<file path="config.mk">
export PLATFORM = sky130hd
export DESIGN_NAME = expression_language_lexer_flat
export DESIGN_NICKNAME = d
export VERILOG_FILES = /design/src/design/ell_pkg.sv /design/src/design/ell_if.sv /design/src/design/ell_front.sv /design/src/design/ell_queue.sv /design/src/design/ell_back.sv /design/src/design/expression_language_lexer.sv /design/src/flat_wrapper.sv
export SDC_FILE = /design/constraint.sdc
export NUM_CORES = 1
export LEC_CHECK = 0
export BUFFER_PORTS_ARGS = -buffer_cell sky130_fd_sc_hd__clkbuf_2
export CAP_MARGIN = 20
export CORE_MARGIN = 2
export CORE_UTILIZATION = 65
export CTS_CLUSTER_DIAMETER = 80
export DETAILED_ROUTE_END_ITERATION = 8
export GPL_TIMING_DRIVEN = 1
export PLACE_DENSITY = 0.94
export SLEW_MARGIN = 40
export SYNTH_ARGS = -nofsm -noshare
export SYNTH_HDL_FRONTEND = slang
export SYNTH_SLANG_ARGS = --single-unit
</file>
<file path="constraint.sdc">
create_clock -name clk_i -period 17 [get_ports clk_i]
set_input_delay 0 -clock clk_i [delete_from_list [all_inputs] [get_ports clk_i]]
set_output_delay 0 -clock clk_i [all_outputs]
set_load 0.01 [all_outputs]
</file>
<file path="src/design/ell_pkg.sv">
package ell_pkg;

  // default widths of the position and length counters
  localparam int unsigned POSITION_BITS_DEF = 16;
  localparam int unsigned LENGTH_BITS_DEF   = 8;

  // entries in the token queue between front and back
  localparam int unsigned QUEUE_DEPTH = 4;

  // fixed payload widths
  localparam int unsigned CH_W   = 8;
  localparam int unsigned KIND_W = 5;
  localparam int unsigned ERR_W  = 2;

  // token kinds
  localparam logic [KIND_W-1:0] K_EOF    = 5'd0;
  localparam logic [KIND_W-1:0] K_IDENT  = 5'd1;
  localparam logic [KIND_W-1:0] K_NUMBER = 5'd2;
  localparam logic [KIND_W-1:0] K_LPAREN = 5'd3;
  localparam logic [KIND_W-1:0] K_RPAREN = 5'd4;
  localparam logic [KIND_W-1:0] K_LBRACE = 5'd5;
  localparam logic [KIND_W-1:0] K_RBRACE = 5'd6;
  localparam logic [KIND_W-1:0] K_ASSIGN = 5'd7;
  localparam logic [KIND_W-1:0] K_EQ     = 5'd8;
  localparam logic [KIND_W-1:0] K_NE     = 5'd9;
  localparam logic [KIND_W-1:0] K_NOT    = 5'd10;
  localparam logic [KIND_W-1:0] K_PLUS   = 5'd11;
  localparam logic [KIND_W-1:0] K_MINUS  = 5'd12;
  localparam logic [KIND_W-1:0] K_SLASH  = 5'd13;
  localparam logic [KIND_W-1:0] K_STAR   = 5'd14;
  localparam logic [KIND_W-1:0] K_CARET  = 5'd15;
  localparam logic [KIND_W-1:0] K_LT     = 5'd16;
  localparam logic [KIND_W-1:0] K_LE     = 5'd17;
  localparam logic [KIND_W-1:0] K_GT     = 5'd18;
  localparam logic [KIND_W-1:0] K_GE     = 5'd19;
  localparam logic [KIND_W-1:0] K_PRIME  = 5'd20;
  localparam logic [KIND_W-1:0] K_COMMA  = 5'd21;
  localparam logic [KIND_W-1:0] K_ERROR  = 5'd22;

  // error codes
  localparam logic [ERR_W-1:0] E_NONE     = 2'd0;
  localparam logic [ERR_W-1:0] E_LINE_END = 2'd1;
  localparam logic [ERR_W-1:0] E_POINTS   = 2'd2;
  localparam logic [ERR_W-1:0] E_UNEXP    = 2'd3;

  // source characters
  localparam logic [CH_W-1:0] CH_NUL    = 8'h00;
  localparam logic [CH_W-1:0] CH_FF_END = 8'hFF;
  localparam logic [CH_W-1:0] CH_TAB    = 8'h09;
  localparam logic [CH_W-1:0] CH_LF     = 8'h0A;
  localparam logic [CH_W-1:0] CH_VT     = 8'h0B;
  localparam logic [CH_W-1:0] CH_FEED   = 8'h0C;
  localparam logic [CH_W-1:0] CH_CR     = 8'h0D;
  localparam logic [CH_W-1:0] CH_SPACE  = 8'h20;
  localparam logic [CH_W-1:0] CH_BANG   = 8'h21;
  localparam logic [CH_W-1:0] CH_PRIME  = 8'h27;
  localparam logic [CH_W-1:0] CH_LPAREN = 8'h28;
  localparam logic [CH_W-1:0] CH_RPAREN = 8'h29;
  localparam logic [CH_W-1:0] CH_STAR   = 8'h2A;
  localparam logic [CH_W-1:0] CH_PLUS   = 8'h2B;
  localparam logic [CH_W-1:0] CH_COMMA  = 8'h2C;
  localparam logic [CH_W-1:0] CH_MINUS  = 8'h2D;
  localparam logic [CH_W-1:0] CH_DOT    = 8'h2E;
  localparam logic [CH_W-1:0] CH_SLASH  = 8'h2F;
  localparam logic [CH_W-1:0] CH_0      = 8'h30;
  localparam logic [CH_W-1:0] CH_9      = 8'h39;
  localparam logic [CH_W-1:0] CH_COLON  = 8'h3A;
  localparam logic [CH_W-1:0] CH_LT     = 8'h3C;
  localparam logic [CH_W-1:0] CH_EQ     = 8'h3D;
  localparam logic [CH_W-1:0] CH_GT     = 8'h3E;
  localparam logic [CH_W-1:0] CH_UP_A   = 8'h41;
  localparam logic [CH_W-1:0] CH_UP_Z   = 8'h5A;
  localparam logic [CH_W-1:0] CH_CARET  = 8'h5E;
  localparam logic [CH_W-1:0] CH_USCORE = 8'h5F;
  localparam logic [CH_W-1:0] CH_LO_A   = 8'h61;
  localparam logic [CH_W-1:0] CH_LO_Z   = 8'h7A;
  localparam logic [CH_W-1:0] CH_LBRACE = 8'h7B;
  localparam logic [CH_W-1:0] CH_RBRACE = 8'h7D;

  function automatic logic is_digit(input logic [CH_W-1:0] c);
    return (c >= CH_0) && (c <= CH_9);
  endfunction

  function automatic logic is_letter(input logic [CH_W-1:0] c);
    return ((c >= CH_LO_A) && (c <= CH_LO_Z)) || ((c >= CH_UP_A) && (c <= CH_UP_Z));
  endfunction

  function automatic logic is_end(input logic [CH_W-1:0] c);
    return (c == CH_NUL) || (c == CH_FF_END);
  endfunction

  function automatic logic is_blank(input logic [CH_W-1:0] c);
    return (c == CH_SPACE) || (c == CH_TAB) || (c == CH_VT) || (c == CH_FEED);
  endfunction

  // kind of a one-byte token, K_ERROR when the byte is not one
  function automatic logic [KIND_W-1:0] single_kind(input logic [CH_W-1:0] c);
    logic [KIND_W-1:0] k;
    unique case (c)
      CH_LPAREN: k = K_LPAREN;
      CH_RPAREN: k = K_RPAREN;
      CH_LBRACE: k = K_LBRACE;
      CH_RBRACE: k = K_RBRACE;
      CH_PLUS:   k = K_PLUS;
      CH_MINUS:  k = K_MINUS;
      CH_SLASH:  k = K_SLASH;
      CH_STAR:   k = K_STAR;
      CH_CARET:  k = K_CARET;
      CH_PRIME:  k = K_PRIME;
      CH_COMMA:  k = K_COMMA;
      default:   k = K_ERROR;
    endcase
    return k;
  endfunction

endpackage

</file>
<file path="src/design/ell_if.sv">
interface ell_in_if import ell_pkg::*; ();
  logic            valid;
  logic            ready;
  logic [CH_W-1:0] ch;

  modport source (output valid, output ch, input ready);
  modport sink (input valid, input ch, output ready);
endinterface

interface ell_out_if import ell_pkg::*; #(
  parameter int unsigned PosW = POSITION_BITS_DEF,
  parameter int unsigned LenW = LENGTH_BITS_DEF
) ();
  logic              valid;
  logic              ready;
  logic [KIND_W-1:0] token_kind;
  logic [ERR_W-1:0]  error_code;
  logic [PosW-1:0]   line_number;
  logic [PosW-1:0]   start_column;
  logic [LenW-1:0]   token_length;
  logic              last;

  modport source (output valid, output token_kind, output error_code, output line_number,
                  output start_column, output token_length, output last, input ready);
  modport sink (input valid, input token_kind, input error_code, input line_number,
                input start_column, input token_length, input last, output ready);
endinterface

</file>
<file path="src/design/ell_front.sv">
module ell_front import ell_pkg::*; #(
  parameter int unsigned PosW = POSITION_BITS_DEF,
  parameter int unsigned LenW = LENGTH_BITS_DEF,
  localparam int unsigned TokW = KIND_W + ERR_W + 2 * PosW + LenW,
  localparam int unsigned EntW = 1 + 2 * TokW
) (
  input  logic            clk_i,
  input  logic            rst_ni,
  ell_in_if.sink          in_i,
  input  logic            q_full_i,
  output logic            push_o,
  output logic [EntW-1:0] entry_o
);

  localparam logic [3:0] M_IDLE    = 4'd0;
  localparam logic [3:0] M_NUMBER  = 4'd1;
  localparam logic [3:0] M_IDENT   = 4'd2;
  localparam logic [3:0] M_EQ      = 4'd3;
  localparam logic [3:0] M_BANG    = 4'd4;
  localparam logic [3:0] M_LT      = 4'd5;
  localparam logic [3:0] M_GT      = 4'd6;
  localparam logic [3:0] M_CR      = 4'd7;
  localparam logic [3:0] M_COMMENT = 4'd8;
  localparam logic [3:0] M_DONE    = 4'd9;

  localparam logic [PosW-1:0] POS_ONE = PosW'(1);
  localparam logic [LenW-1:0] LEN_ONE = LenW'(1);
  localparam logic [LenW-1:0] LEN_TWO = LenW'(2);

  logic [3:0]      mode_q, mode_d;
  logic [PosW-1:0] line_q, line_d;
  logic [PosW-1:0] col_q, col_d;
  logic [PosW-1:0] tsc_q, tsc_d;
  logic [LenW-1:0] cnt_q, cnt_d;
  logic [1:0]      pts_q, pts_d;

  logic            accept;
  logic [CH_W-1:0] c;
  logic [PosW-1:0] col_inc, line_inc;
  logic [LenW-1:0] cnt_inc;
  logic            go_idle;

  // token closed by the pending mode and token formed by the byte itself
  logic              em_a, em_b;
  logic [KIND_W-1:0] kind_a, kind_b;
  logic [ERR_W-1:0]  err_a, err_b;
  logic [LenW-1:0]   len_a, len_b;
  logic [TokW-1:0]   tok_a, tok_b;

  assign in_i.ready = ~q_full_i;
  assign accept     = in_i.valid & ~q_full_i;
  assign c          = in_i.ch;

  assign col_inc  = (&col_q) ? col_q : col_q + POS_ONE;
  assign line_inc = (&line_q) ? line_q : line_q + POS_ONE;
  assign cnt_inc  = (&cnt_q) ? cnt_q : cnt_q + LEN_ONE;

  always_comb begin
    mode_d  = mode_q;
    line_d  = line_q;
    col_d   = col_q;
    tsc_d   = tsc_q;
    cnt_d   = cnt_q;
    pts_d   = pts_q;
    go_idle = 1'b1;
    em_a    = 1'b0;
    kind_a  = K_EOF;
    err_a   = E_NONE;
    len_a   = '0;
    em_b    = 1'b0;
    kind_b  = K_EOF;
    err_b   = E_NONE;
    len_b   = '0;

    // close or extend the pending token
    unique case (mode_q)
      M_IDLE: begin
      end
      M_DONE: begin
        em_a    = 1'b1;
        go_idle = 1'b0;
      end
      M_NUMBER: begin
        if (is_digit(c) || c == CH_DOT) begin
          if (c == CH_DOT) pts_d = (pts_q >= 2'd2) ? 2'd2 : pts_q + 2'd1;
          cnt_d   = cnt_inc;
          col_d   = col_inc;
          go_idle = 1'b0;
        end else begin
          em_a   = 1'b1;
          kind_a = (pts_q > 2'd1) ? K_ERROR : K_NUMBER;
          err_a  = (pts_q > 2'd1) ? E_POINTS : E_NONE;
          len_a  = cnt_q;
        end
      end
      M_IDENT: begin
        if (is_letter(c) || is_digit(c) || c == CH_USCORE) begin
          cnt_d   = cnt_inc;
          col_d   = col_inc;
          go_idle = 1'b0;
        end else begin
          em_a   = 1'b1;
          kind_a = K_IDENT;
          len_a  = cnt_q;
        end
      end
      M_EQ, M_BANG, M_LT, M_GT: begin
        em_a = 1'b1;
        if (c == CH_EQ) begin
          unique case (mode_q)
            M_EQ:    kind_a = K_EQ;
            M_BANG:  kind_a = K_NE;
            M_LT:    kind_a = K_LE;
            default: kind_a = K_GE;
          endcase
          len_a   = LEN_TWO;
          col_d   = col_inc;
          mode_d  = M_IDLE;
          go_idle = 1'b0;
        end else begin
          unique case (mode_q)
            M_EQ:    kind_a = K_ASSIGN;
            M_BANG:  kind_a = K_NOT;
            M_LT:    kind_a = K_LT;
            default: kind_a = K_GT;
          endcase
          len_a = LEN_ONE;
        end
      end
      M_CR: begin
        if (c == CH_LF) begin
          line_d  = line_inc;
          col_d   = POS_ONE;
          mode_d  = M_IDLE;
          go_idle = 1'b0;
        end else begin
          em_a   = 1'b1;
          kind_a = K_ERROR;
          err_a  = E_LINE_END;
        end
      end
      M_COMMENT: begin
        if (!is_end(c) && c != CH_LF) begin
          col_d   = col_inc;
          go_idle = 1'b0;
        end
      end
      default: begin
      end
    endcase

    // lex the byte from idle
    if (go_idle) begin
      mode_d = M_IDLE;
      priority if (is_end(c)) begin
        tsc_d  = col_q;
        em_b   = 1'b1;
        mode_d = M_DONE;
      end else if (is_blank(c)) begin
        col_d = col_inc;
      end else if (c == CH_LF) begin
        line_d = line_inc;
        col_d  = POS_ONE;
      end else if (c == CH_CR) begin
        tsc_d  = col_q;
        mode_d = M_CR;
        col_d  = col_inc;
      end else if (c == CH_COLON) begin
        mode_d = M_COMMENT;
        col_d  = col_inc;
      end else if (is_digit(c) || c == CH_DOT) begin
        pts_d  = (c == CH_DOT) ? 2'd1 : 2'd0;
        mode_d = M_NUMBER;
        tsc_d  = col_q;
        cnt_d  = LEN_ONE;
        col_d  = col_inc;
      end else if (is_letter(c) || c == CH_USCORE || c == CH_EQ || c == CH_BANG
                   || c == CH_LT || c == CH_GT) begin
        priority if (c == CH_EQ) mode_d = M_EQ;
        else if (c == CH_BANG) mode_d = M_BANG;
        else if (c == CH_LT) mode_d = M_LT;
        else if (c == CH_GT) mode_d = M_GT;
        else mode_d = M_IDENT;
        tsc_d = col_q;
        cnt_d = LEN_ONE;
        col_d = col_inc;
      end else begin
        em_b   = 1'b1;
        kind_b = single_kind(c);
        err_b  = (single_kind(c) == K_ERROR) ? E_UNEXP : E_NONE;
        len_b  = LEN_ONE;
        col_d  = col_inc;
      end
    end
  end

  assign tok_a = {kind_a, err_a, line_q, tsc_q, len_a};
  assign tok_b = {kind_b, err_b, line_q, col_q, len_b};

  assign push_o  = accept & (em_a | em_b);
  assign entry_o = em_a ? {em_b, tok_b, tok_a} : {1'b0, tok_b, tok_b};

  always_ff @(posedge clk_i or negedge rst_ni) begin
    if (!rst_ni) begin
      mode_q <= M_IDLE;
      line_q <= POS_ONE;
      col_q  <= POS_ONE;
      tsc_q  <= '0;
      cnt_q  <= '0;
      pts_q  <= '0;
    end else if (accept) begin
      mode_q <= mode_d;
      line_q <= line_d;
      col_q  <= col_d;
      tsc_q  <= tsc_d;
      cnt_q  <= cnt_d;
      pts_q  <= pts_d;
    end
  end

  a_done_sticks: assert property (@(posedge clk_i) disable iff (!rst_ni)
    (accept && mode_q == M_DONE) |=> (mode_q == M_DONE))
    else $error("end of input state left");

  a_done_single_eof: assert property (@(posedge clk_i) disable iff (!rst_ni)
    (accept && mode_q == M_DONE) |-> (push_o && !entry_o[EntW-1]
      && entry_o[TokW-1 -: KIND_W] == K_EOF))
    else $error("after end of input a byte did not give one eof token");

  a_error_code_kind: assert property (@(posedge clk_i) disable iff (!rst_ni)
    push_o |-> ((entry_o[TokW-1 -: KIND_W] == K_ERROR)
      == (entry_o[TokW-KIND_W-1 -: ERR_W] != E_NONE)))
    else $error("error code does not match token kind");

endmodule

</file>
<file path="src/design/ell_queue.sv">
module ell_queue import ell_pkg::*; #(
  parameter int unsigned W     = 8,
  parameter int unsigned Depth = QUEUE_DEPTH,
  localparam int unsigned PtrW = (Depth > 1) ? $clog2(Depth) : 1,
  localparam int unsigned CntW = $clog2(Depth + 1)
) (
  input  logic         clk_i,
  input  logic         rst_ni,
  input  logic         push_i,
  input  logic [W-1:0] data_i,
  output logic         full_o,
  input  logic         pop_i,
  output logic         valid_o,
  output logic [W-1:0] data_o
);

  logic [W-1:0]    mem_q [Depth];
  logic [PtrW-1:0] wr_q, rd_q;
  logic [CntW-1:0] cnt_q;
  logic            do_push, do_pop;

  assign full_o  = (cnt_q == CntW'(Depth));
  assign valid_o = (cnt_q != '0);
  assign data_o  = mem_q[rd_q];
  assign do_push = push_i & ~full_o;
  assign do_pop  = pop_i & valid_o;

  always_ff @(posedge clk_i) begin
    if (do_push) mem_q[wr_q] <= data_i;
  end

  always_ff @(posedge clk_i or negedge rst_ni) begin
    if (!rst_ni) begin
      wr_q  <= '0;
      rd_q  <= '0;
      cnt_q <= '0;
    end else begin
      if (do_push) wr_q <= (wr_q == PtrW'(Depth - 1)) ? '0 : wr_q + PtrW'(1);
      if (do_pop) rd_q <= (rd_q == PtrW'(Depth - 1)) ? '0 : rd_q + PtrW'(1);
      if (do_push && !do_pop) cnt_q <= cnt_q + CntW'(1);
      else if (do_pop && !do_push) cnt_q <= cnt_q - CntW'(1);
    end
  end

  a_ptr_count: assert property (@(posedge clk_i) disable iff (!rst_ni)
    (cnt_q == '0 || cnt_q == CntW'(Depth)) |-> (wr_q == rd_q))
    else $error("queue pointers disagree with fill count");

endmodule

</file>
<file path="src/design/ell_back.sv">
module ell_back import ell_pkg::*; #(
  parameter int unsigned PosW = POSITION_BITS_DEF,
  parameter int unsigned LenW = LENGTH_BITS_DEF,
  localparam int unsigned TokW = KIND_W + ERR_W + 2 * PosW + LenW,
  localparam int unsigned EntW = 1 + 2 * TokW
) (
  input  logic            clk_i,
  input  logic            rst_ni,
  input  logic            q_valid_i,
  input  logic [EntW-1:0] q_data_i,
  output logic            q_pop_o,
  ell_out_if.source       out_o
);

  logic [EntW-1:0] hold_q;
  logic            valid_q;
  logic            phase_q;
  logic            two;
  logic            take, finish, step;
  logic [TokW-1:0] tok;

  assign two    = hold_q[EntW-1];
  assign take   = valid_q & out_o.ready;
  assign finish = take & (phase_q | ~two);
  assign step   = take & ~phase_q & two;
  assign q_pop_o = q_valid_i & (~valid_q | finish);

  assign tok = phase_q ? hold_q[2*TokW-1:TokW] : hold_q[TokW-1:0];

  assign out_o.valid        = valid_q;
  assign out_o.token_kind   = tok[TokW-1 -: KIND_W];
  assign out_o.error_code   = tok[TokW-KIND_W-1 -: ERR_W];
  assign out_o.line_number  = tok[LenW+2*PosW-1 -: PosW];
  assign out_o.start_column = tok[LenW+PosW-1 -: PosW];
  assign out_o.token_length = tok[LenW-1:0];
  assign out_o.last         = phase_q | ~two;

  always_ff @(posedge clk_i) begin
    if (q_pop_o) hold_q <= q_data_i;
  end

  always_ff @(posedge clk_i or negedge rst_ni) begin
    if (!rst_ni) begin
      valid_q <= 1'b0;
      phase_q <= 1'b0;
    end else if (q_pop_o) begin
      valid_q <= 1'b1;
      phase_q <= 1'b0;
    end else if (step) begin
      phase_q <= 1'b1;
    end else if (finish) begin
      valid_q <= 1'b0;
      phase_q <= 1'b0;
    end
  end

  a_second_only_pairs: assert property (@(posedge clk_i) disable iff (!rst_ni)
    phase_q |-> (valid_q && two))
    else $error("second token shown for a single-token entry");

endmodule

</file>
<file path="src/design/expression_language_lexer.sv">
// channel  dir  payload                                           transaction
// in_i     in   ch                                                one source byte
// out_o    out  token_kind error_code line_number start_column    one token
//               token_length last
//
// a byte is taken every cycle while the token queue has room; the front
// classifies it and updates the line, column and pending-token registers
// a byte that closes one token and forms a one-byte token yields two tokens,
// which the back hands out in turn; output drain sets the rate at such bytes
// tokens pass the queue and back register; reset returns to line 1 col 1
// output stalls fill the queue, and in_i.ready drops only when it is full
module expression_language_lexer import ell_pkg::*; #(
  parameter int unsigned POSITION_BITS = POSITION_BITS_DEF,
  parameter int unsigned LENGTH_BITS   = LENGTH_BITS_DEF
) (
  input  logic      clk_i,
  input  logic      rst_ni,
  ell_in_if.sink    in_i,
  ell_out_if.source out_o
);

  // one queue entry: a flag for two tokens, then two packed tokens
  localparam int unsigned TokW = KIND_W + ERR_W + 2 * POSITION_BITS + LENGTH_BITS;
  localparam int unsigned EntW = 1 + 2 * TokW;

  logic            push, q_full, q_valid, q_pop;
  logic [EntW-1:0] push_data, q_data;

  // front: byte classification and lexer state
  ell_front #(
    .PosW (POSITION_BITS),
    .LenW (LENGTH_BITS)
  ) u_front (
    .clk_i    (clk_i),
    .rst_ni   (rst_ni),
    .in_i     (in_i),
    .q_full_i (q_full),
    .push_o   (push),
    .entry_o  (push_data)
  );

  // short queue so input and output stall apart
  ell_queue #(
    .W     (EntW),
    .Depth (QUEUE_DEPTH)
  ) u_queue (
    .clk_i   (clk_i),
    .rst_ni  (rst_ni),
    .push_i  (push),
    .data_i  (push_data),
    .full_o  (q_full),
    .pop_i   (q_pop),
    .valid_o (q_valid),
    .data_o  (q_data)
  );

  // back: output register, splits a token pair into two transactions
  ell_back #(
    .PosW (POSITION_BITS),
    .LenW (LENGTH_BITS)
  ) u_back (
    .clk_i     (clk_i),
    .rst_ni    (rst_ni),
    .q_valid_i (q_valid),
    .q_data_i  (q_data),
    .q_pop_o   (q_pop),
    .out_o     (out_o)
  );

endmodule

</file>
<file path="src/flat_wrapper.sv">
// flat-port wrapper written by rule: the top's interface ports become plain ports
module expression_language_lexer_flat import ell_pkg::*;
#(
  parameter int unsigned POSITION_BITS = POSITION_BITS_DEF,
  parameter int unsigned LENGTH_BITS   = LENGTH_BITS_DEF
)
  (clk_i, rst_ni, in_i_valid, in_i_ch, in_i_ready, out_o_valid, out_o_token_kind, out_o_error_code, out_o_line_number, out_o_start_column, out_o_token_length, out_o_last, out_o_ready);
  ell_in_if in_i_i ();
  ell_out_if #(.PosW((POSITION_BITS_DEF)), .LenW((LENGTH_BITS_DEF))) out_o_i ();
  input  logic clk_i;
  input  logic rst_ni;
  input wire logic [$bits(in_i_i.valid)-1:0] in_i_valid;
  input wire logic [$bits(in_i_i.ch)-1:0] in_i_ch;
  output wire logic [$bits(in_i_i.ready)-1:0] in_i_ready;
  output wire logic [$bits(out_o_i.valid)-1:0] out_o_valid;
  output wire logic [$bits(out_o_i.token_kind)-1:0] out_o_token_kind;
  output wire logic [$bits(out_o_i.error_code)-1:0] out_o_error_code;
  output wire logic [$bits(out_o_i.line_number)-1:0] out_o_line_number;
  output wire logic [$bits(out_o_i.start_column)-1:0] out_o_start_column;
  output wire logic [$bits(out_o_i.token_length)-1:0] out_o_token_length;
  output wire logic [$bits(out_o_i.last)-1:0] out_o_last;
  input wire logic [$bits(out_o_i.ready)-1:0] out_o_ready;
  assign in_i_i.valid = in_i_valid;
  assign in_i_i.ch = in_i_ch;
  assign in_i_ready = in_i_i.ready;
  assign out_o_valid = out_o_i.valid;
  assign out_o_token_kind = out_o_i.token_kind;
  assign out_o_error_code = out_o_i.error_code;
  assign out_o_line_number = out_o_i.line_number;
  assign out_o_start_column = out_o_i.start_column;
  assign out_o_token_length = out_o_i.token_length;
  assign out_o_last = out_o_i.last;
  assign out_o_i.ready = out_o_ready;
  expression_language_lexer #(.POSITION_BITS(POSITION_BITS), .LENGTH_BITS(LENGTH_BITS)) u_core (.clk_i(clk_i), .rst_ni(rst_ni), .in_i(in_i_i), .out_o(out_o_i));
endmodule
</file>
# Yosys cells after proc, flatten, opt, wreduce, memory -nomap -nowiden

Memory sizes are Yosys's and may differ from the RTL's. A register that Yosys moved wholly into a read port is not among the register bits.
Cells that the tools add are included.

Bits in writable memories: 380
Output and inout port bits: 50
Memories kept: 1
Flip-flop bits (word level): 71

Memories:

| memory               | depth | width | read ports | clocked after memory_dff | write ports | line            | RTL |
|---|---|---|---|---|---|---|---|
| u_core.u_queue.mem_q | 4     | 95    | 1          | 1                        | 1           | ell_queue.sv:17 | `logic [W-1:0] mem_q [Depth];` |

Add/subtract/negate cells: 8
Mux-type cells: 142
Eq/ne operators: 45
Reductions and logical operators: 37
$lt $le $gt $ge: 8
Bitwise logic cells: 16

Operators by type and width:

| cell                                                              | count |
|---|---|
| 2-to-1 mux 16 bit                                                 | 24 |
| == test 8 x 6 -> 1 bit, second input constant                     | 15 |
| 2-to-1 mux 8 bit                                                  | 13 |
| 2-to-1 mux 5 bit                                                  | 20 |
| 2-to-1 mux 95 bit                                                 | 1 |
| case mux 16 bit (5 select lines)                                  | 1 |
| case mux 5 bit (11 select lines)                                  | 1 |
| 2-to-1 mux 2 bit                                                  | 25 |
| 2-to-1 mux 47 bit                                                 | 1 |
| == test 8 x 4 -> 1 bit, second input constant                     | 5 |
| adder 16 x 1 -> 16 bit, second input constant                     | 2 |
| == test 8 x 7 -> 1 bit, second input constant                     | 4 |
| 2-to-1 mux 4 bit                                                  | 8 |
| AND reduction 16 bit                                              | 2 |
| 2-to-1 mux 1 bit                                                  | 31 |
| case mux 5 bit (3 select lines)                                   | 2 |
| 2-to-1 mux 3 bit                                                  | 8 |
| case mux 8 bit (3 select lines)                                   | 1 |
| case mux 5 bit (4 select lines)                                   | 1 |
| == test 4 x 3 -> 1 bit, second input constant                     | 4 |
| greater-or-equal comparator 8 x 7 -> 1 bit, second input constant | 2 |
| <= comparator 8 x 7 -> 1 bit, second input constant               | 2 |
| case mux 8 bit (2 select lines)                                   | 1 |
| logical OR 1 bit                                                  | 13 |
| other kinds (38)                                                  | 69 |

# Depth between registers and ports, before layout

Depth after elaboration: 27
Gate-level depth with buffers: 15

# Hierarchy

Synthesis repeated with hierarchy kept, for this count alone.

Cell total of the unflattened synthesis: 1326
Area total of the unflattened synthesis: 23007.1 um^2

By module, submodules not included:

| module    | area each (um^2) | cells each | instances |
|---|---|---|---|
| ell_queue | 14146.1          | 534        | 1 |
| ell_front | 5265.0           | 635        | 1 |
| ell_back  | 3595.9           | 157        | 1 |

# Worst setup path before layout

OpenSTA, ideal clock, no wires.

Path kind: flip-flop to flip-flop
Start: reg u_core.u_back.phase_q
End: reg u_core.u_queue.cnt_q[1]
Slack: 11.219 ns
Arrival time: 5.656 ns
Stages on the path, launching flop included: 11
Data required time: 16.875 ns
Clock period less this slack: 5.781 ns
Cells stage by stage: dfrtp_1 > clkbuf_1 > inv_1 > nand2_1 > nand2_1 > a21oi_1 > inv_1 > ha_1 > inv_1 > fa_1 > mux2_2

Longest elaborated chain between the ends: 8

RTL lines:

| element                                                       | line                            | RTL |
|---|---|---|
| from (decl)                                                   | ell_back.sv:17                  | `logic phase_q;` |
| from (signal assigned)                                        | ell_back.sv:45                  | `phase_q <= 1'b0;` |
| from (signal assigned)                                        | ell_back.sv:48                  | `phase_q <= 1'b0;` |
| from (signal assigned)                                        | ell_back.sv:50                  | `phase_q <= 1'b1;` |
| OR 1 bit (*)                                                  | --                              |  |
| net out_o_last                                                | flat_wrapper.sv:21              | `output wire logic [$bits(out_o_i.last)-1:0] out_o_last;` |
| AND 1 bit (*)                                                 | ell_back.sv:24                  | `assign finish = take & (phase_q \| ~two);` |
| OR 1 bit (*)                                                  | ell_back.sv:26                  | `assign q_pop_o = q_valid_i & (~valid_q \| finish);` |
| AND 1 bit (*)                                                 | ell_back.sv:26                  |  |
| net u_core.q_pop                                              | expression_language_lexer.sv:26 | `logic push, q_full, q_valid, q_pop;` |
| AND 1 bit (*)                                                 | ell_queue.sv:26                 | `assign do_pop = pop_i & valid_o;` |
| zero test 1 bit                                               | ell_queue.sv:40                 | `if (do_push && !do_pop) cnt_q <= cnt_q + CntW'(1);` |
| logical AND 1 bit                                             | ell_queue.sv:40                 |  |
| 2-to-1 mux 3 bit / nonzero test 2 bit (equally long branches) | --                              |  |
| to (signal assigned)                                          | ell_queue.sv:40                 |  |
| to (signal assigned)                                          | ell_queue.sv:41                 | `else if (do_pop && !do_push) cnt_q <= cnt_q - CntW'(1);` |
| to (decl)                                                     | ell_queue.sv:19                 | `logic [CntW-1:0] cnt_q;` |

The timed path passes the listed nets; every way through them passes the cells marked *.
A chain may end at the register's enable or synchronous reset.

# Worst setup path in the final report

Start: reg u_core.u_front.mode_q[3]
End: mem u_core.u_queue.mem_q[1][43] (netlist bit) (enable)

Longest elaborated chain between the ends: 9

RTL lines:

| element                                                                 | line             | RTL |
|---|---|---|
| from (decl)                                                             | ell_front.sv:30  | `logic [3:0] mode_q, mode_d;` |
| from (signal assigned)                                                  | ell_front.sv:212 | `mode_q <= mode_d;` |
| == test 4 x 3 -> 1 bit / == test 4 x 2 -> 1 bit (equally long branches) | ell_front.sv:76  | `unique case (mode_q)` |
| OR reduction 4 bit                                                      | ell_front.sv:76  |  |
| case mux 1 bit (6 select lines)                                         | ell_front.sv:76  |  |
| 2-to-1 mux 1 bit                                                        | ell_front.sv:153 | `if (go_idle) begin` |
| OR 1 bit (*)                                                            | ell_front.sv:200 | `assign push_o = accept & (em_a \| em_b);` |
| AND 1 bit (*)                                                           | ell_front.sv:200 |  |
| AND 1 bit (*)                                                           | ell_queue.sv:25  | `assign do_push = push_i & ~full_o;` |
| net u_core.u_queue.do_push                                              | ell_queue.sv:20  | `logic do_push, do_pop;` |
| 2-to-1 mux 1 bit (*)                                                    | ell_queue.sv:29  | `if (do_push) mem_q[wr_q] <= data_i;` |
| 2-to-1 mux 1 bit (implied by the code) (*)                              | ell_queue.sv:29  |  |
| to (decl)                                                               | ell_queue.sv:17  |  |

Marks and branches as above.

==> results.py <==
metrics = {
    "yosys": {
        "synth_most_common_cell": "edfxtp_1",
        "synth-simple-area-share_pct": 8.40,
        "synthMuxAreaShare_pct": 13.1,
        "avgSynthCellArea_um2": 16.6,
        "synth_top_area_share_pct": 59.0,
        "synth.area.top_cells": "edfxtp_1 59%, dfrtp_1 9.6%, mux4_2 8.8%",
        "yosys_warnings": 0,
        "ys_ff_latch": 426,
        "yosysUniqueCellTypes": 91,
        "yosysTopAreaCell": "edfxtp_1",
        "syn_inst": 1088,
        "syn_nets": 1110,
        "yosysSeqAreaShare_pct": 68.8,
        "synth-xor-area-share_pct": 0.775,
        "synth-compound-area-share_pct": 5.94,
        "synth_area_um2": 18100,
        "synth_common_cells": "355 x edfxtp_1, 71 x mux4_2, 69 x dfrtp_1, 67 x nand2_1, 49 x nor2_1",
        "synthArstFlopShare_pct": 16.7,
        "synth-edff-count": 355,
        "synth_ff_type": "edfxtp_1",
        "synthAdderAreaFrac_pct": 0.734,
        "synth_top_family_by_area": "multiplexers",
    },
    "layout": {
        "area_delta_synth_final_pct": 10.9,
        "drive_gt1_share_pct": 26.3,
        "layoutNonFillerInstCount": 1547,
        "insertedDiodeCount": 0,
        "fill_cells": 1532,
        "nets": 1161,
    },
    "clock_tree": {
        "post_cts_buffers": 0,
        "cts_buffers": 40,
        "clockRootBuffer": "clkbuf_16",
        "tritoncts": "built",
        "clockBufferDepth": 3,
        "clock_sinks": 426,
        "insertion_delay_ps": 520,
        "path_clk_slew_ps": 60,
        "htree_levels": 2,
    },
    "placement": {
        "portBuffers": 61,
        "dp_hpwl_mm": 22.6,
        "dpl.cell_count": 1469,
        "globalplace.congestion": 0.864,
    },
    "floorplan": {
        "die_area_um2": 29200,
        "die_w_um": 171,
        "num_rows": 61,
        "die_h_um": 171,
        "ios": 62,
        "core_area_um2": 27600,
        "start_util_pct": 65.6,
    },
    "status": {
        "status": "complete, no violations",
    },
    "power": {
        "switchingPower_mw": 1.09,
        "combPwrFrac_pct": 29.2,
        "peakVddDrop_uv": 92.4,
        "pwr-share-seq_pct": 46.2,
        "internal-power_mw": 2.43,
        "cellPowerDensity_nw_per_um2": 175,
        "clockPowerShare_pct": 24.6,
        "total_leakage_power_nw": 6.99,
        "switching_share_pct": 31.0,
    },
    "global_routing": {
        "overflow": 0,
        "antenna_found_initial": 0,
        "grt_util_all_layers_pct": 27.8,
        "grt_max_degree": 74,
        "grt_pass1_wl_mm": 60.4,
        "grt_pass1_vias": 10500,
    },
    "job": {
        "cap_violations": 0,
    },
    "routing": {
        "drc": 0,
        "drt-pass1-iter-count": 7,
        "wl_mm": 39.3,
        "via_per_inst": 6.78,
        "ant_nets": 0,
        "wl_per_cell_um": 25.4,
        "drt_iter0_drc": 1421,
        "vias": 10500,
    },
    "sta": {
        "slew_headroom_pct": 40.2,
        "setup_viol": 0,
        "fin_skew_ps": 12.9,
        "slew_violations": 0,
        "period_needed_ps": 4430,
        "rsz0062_at_grt": "false",
        "final.setup.tns_ps": 0,
        "tightest_slew_ps": 889,
        "timing.final.crit_share_pct": 26.1,
        "finalHoldViolations": 0,
        "fmax_mhz": 226,
    },
    "setup_path": {
        "end_kind": "flop",
        "crit_path_start_kind": "flop",
        "path_class": "flop to flop",
        "worst_ep_arrival_time_ps": 4580,
        "required_ps": 17140,
        "path_max_fanout": 48,
    },
    "worst_hold_path": {
        "hold_class": "primary input to flop",
    },
}
==> metal layers <==
metal,GRT usage [%],wire length (µm),vias to the layer above
met3,4.77,3090,135
li1,-,-,4398
met4,10.7,1430,0
met1,36.5,14800,5333
met2,47.0,20000,630
met5,0,0,-
==> power groups by stage <==
stage          combinational, mW  sequential, mW  clock [mW]
2_1_floorplan              0.731            1.59           0
3_3_place_gp               0.921            1.63           0
3_5_place_dp               0.978            1.65           0
4_1_cts                     1.00            1.64       0.874
5_1_grt                     1.09            1.65       0.908
6_report                    1.03            1.63       0.865
==> flip-flops by register name, summed over array words and instances, names as in the netlist, 2 cells and up <==
signal                 cells
u_core.u_queue.rd_q        2
u_core.u_front.cnt_q       8
u_core.u_front.pts_q       2
u_core.u_queue.mem_q     284
u_core.u_front.col_q      16
u_core.u_front.tsc_q      16
u_core.u_queue.wr_q        2
u_core.u_front.line_q     16
u_core.u_back.hold_q      71
u_core.u_queue.cnt_q       3
u_core.u_front.mode_q      4
==> cell usage in the layout (no fill, tap or decap), drive strengths merged, types with 12 or more instances in the layout <==
cell type,synthesis,final
nand3,28,28
a21oi,35,35
edfxtp,355,355
mux4,71,71
nor3,25,25
nand2,68,68
inv,18,18
mux2,60,60
nor2,49,49
nor4,12,12
nor2b,13,13
buf,31,15
o21ai,33,33
clkbuf,38,125
dfrtp,69,69
and2,15,15
==> worst paths after layout <==
check / startpoint / end / slack (ps) / cells after the start
min reg2reg: u_core.u_front.tsc_q[5] / u_core.u_front.tsc_q[5] / 510 / 1
max reg2reg: u_core.u_front.mode_q[3] / u_core.u_queue.mem_q[1][43] / 12570 / 8
min: in_i_valid / u_core.u_front.cnt_q[7] / 90 / 4
max in group asynchronous: rst_ni / u_core.u_queue.rd_q[0] / 15930 / 4
min in group asynchronous: rst_ni / u_core.u_front.line_q[12] / 440 / 3
max: u_core.u_front.mode_q[3] / u_core.u_queue.mem_q[1][43] / 12570 / 8
==> timing repair <==
item,4_1_cts,5_1_grt
endpoints found under the hold margin,73,16
hold buffers,2,1
gates resized for setup,0,0
==> area by class of cell <==
type	count	area [µm²]	area share (%)
Clock buffer	65	1190	5.92
Clock inverter	7	83.8	0.418
Timing Repair Buffer	78	532	2.65
Inverter	18	67.6	0.337
Tap cell	378	473	2.36
Sequential cell	426	12400	62.1
Multi-Input combinational cell	575	5260	26.2
==> critical path: stages (launching register included) <==
cell      delay (ps)
dfrtp_1          610
or4b_4           640
a221oi_4         340
a21oi_2          100
nand4_1          480
nand4_1          270
a21oi_2          380
and2_4           510
buf_4            660
==> cells by family (layout without fill, tap and decap cells) <==
group,after synthesis,count (layout)
compound gates,146,146
flops,426,426
simple gates,270,270
xor+xnor,16,16
buf+inv,87,168
mux,133,133
fa+ha+maj,10,10
==> per-stage QoR <==
step	power [mW]	setup WS, ps	hold WS (ps)	instance area (µm²)	utilization (%)
after floorplan	2.32	11220	-296	18100	-
after global placement	2.55	12740	222	18600	67.5
after detailed placement	2.63	12660	97.9	18700	67.8
after CTS	3.51	12620	74.6	20000	72.5
after global routing	3.65	12400	124	20000	72.8
final	3.52	12570	91.6	20000	72.8
Note: power is estimated with default switching activity, not from simulation.
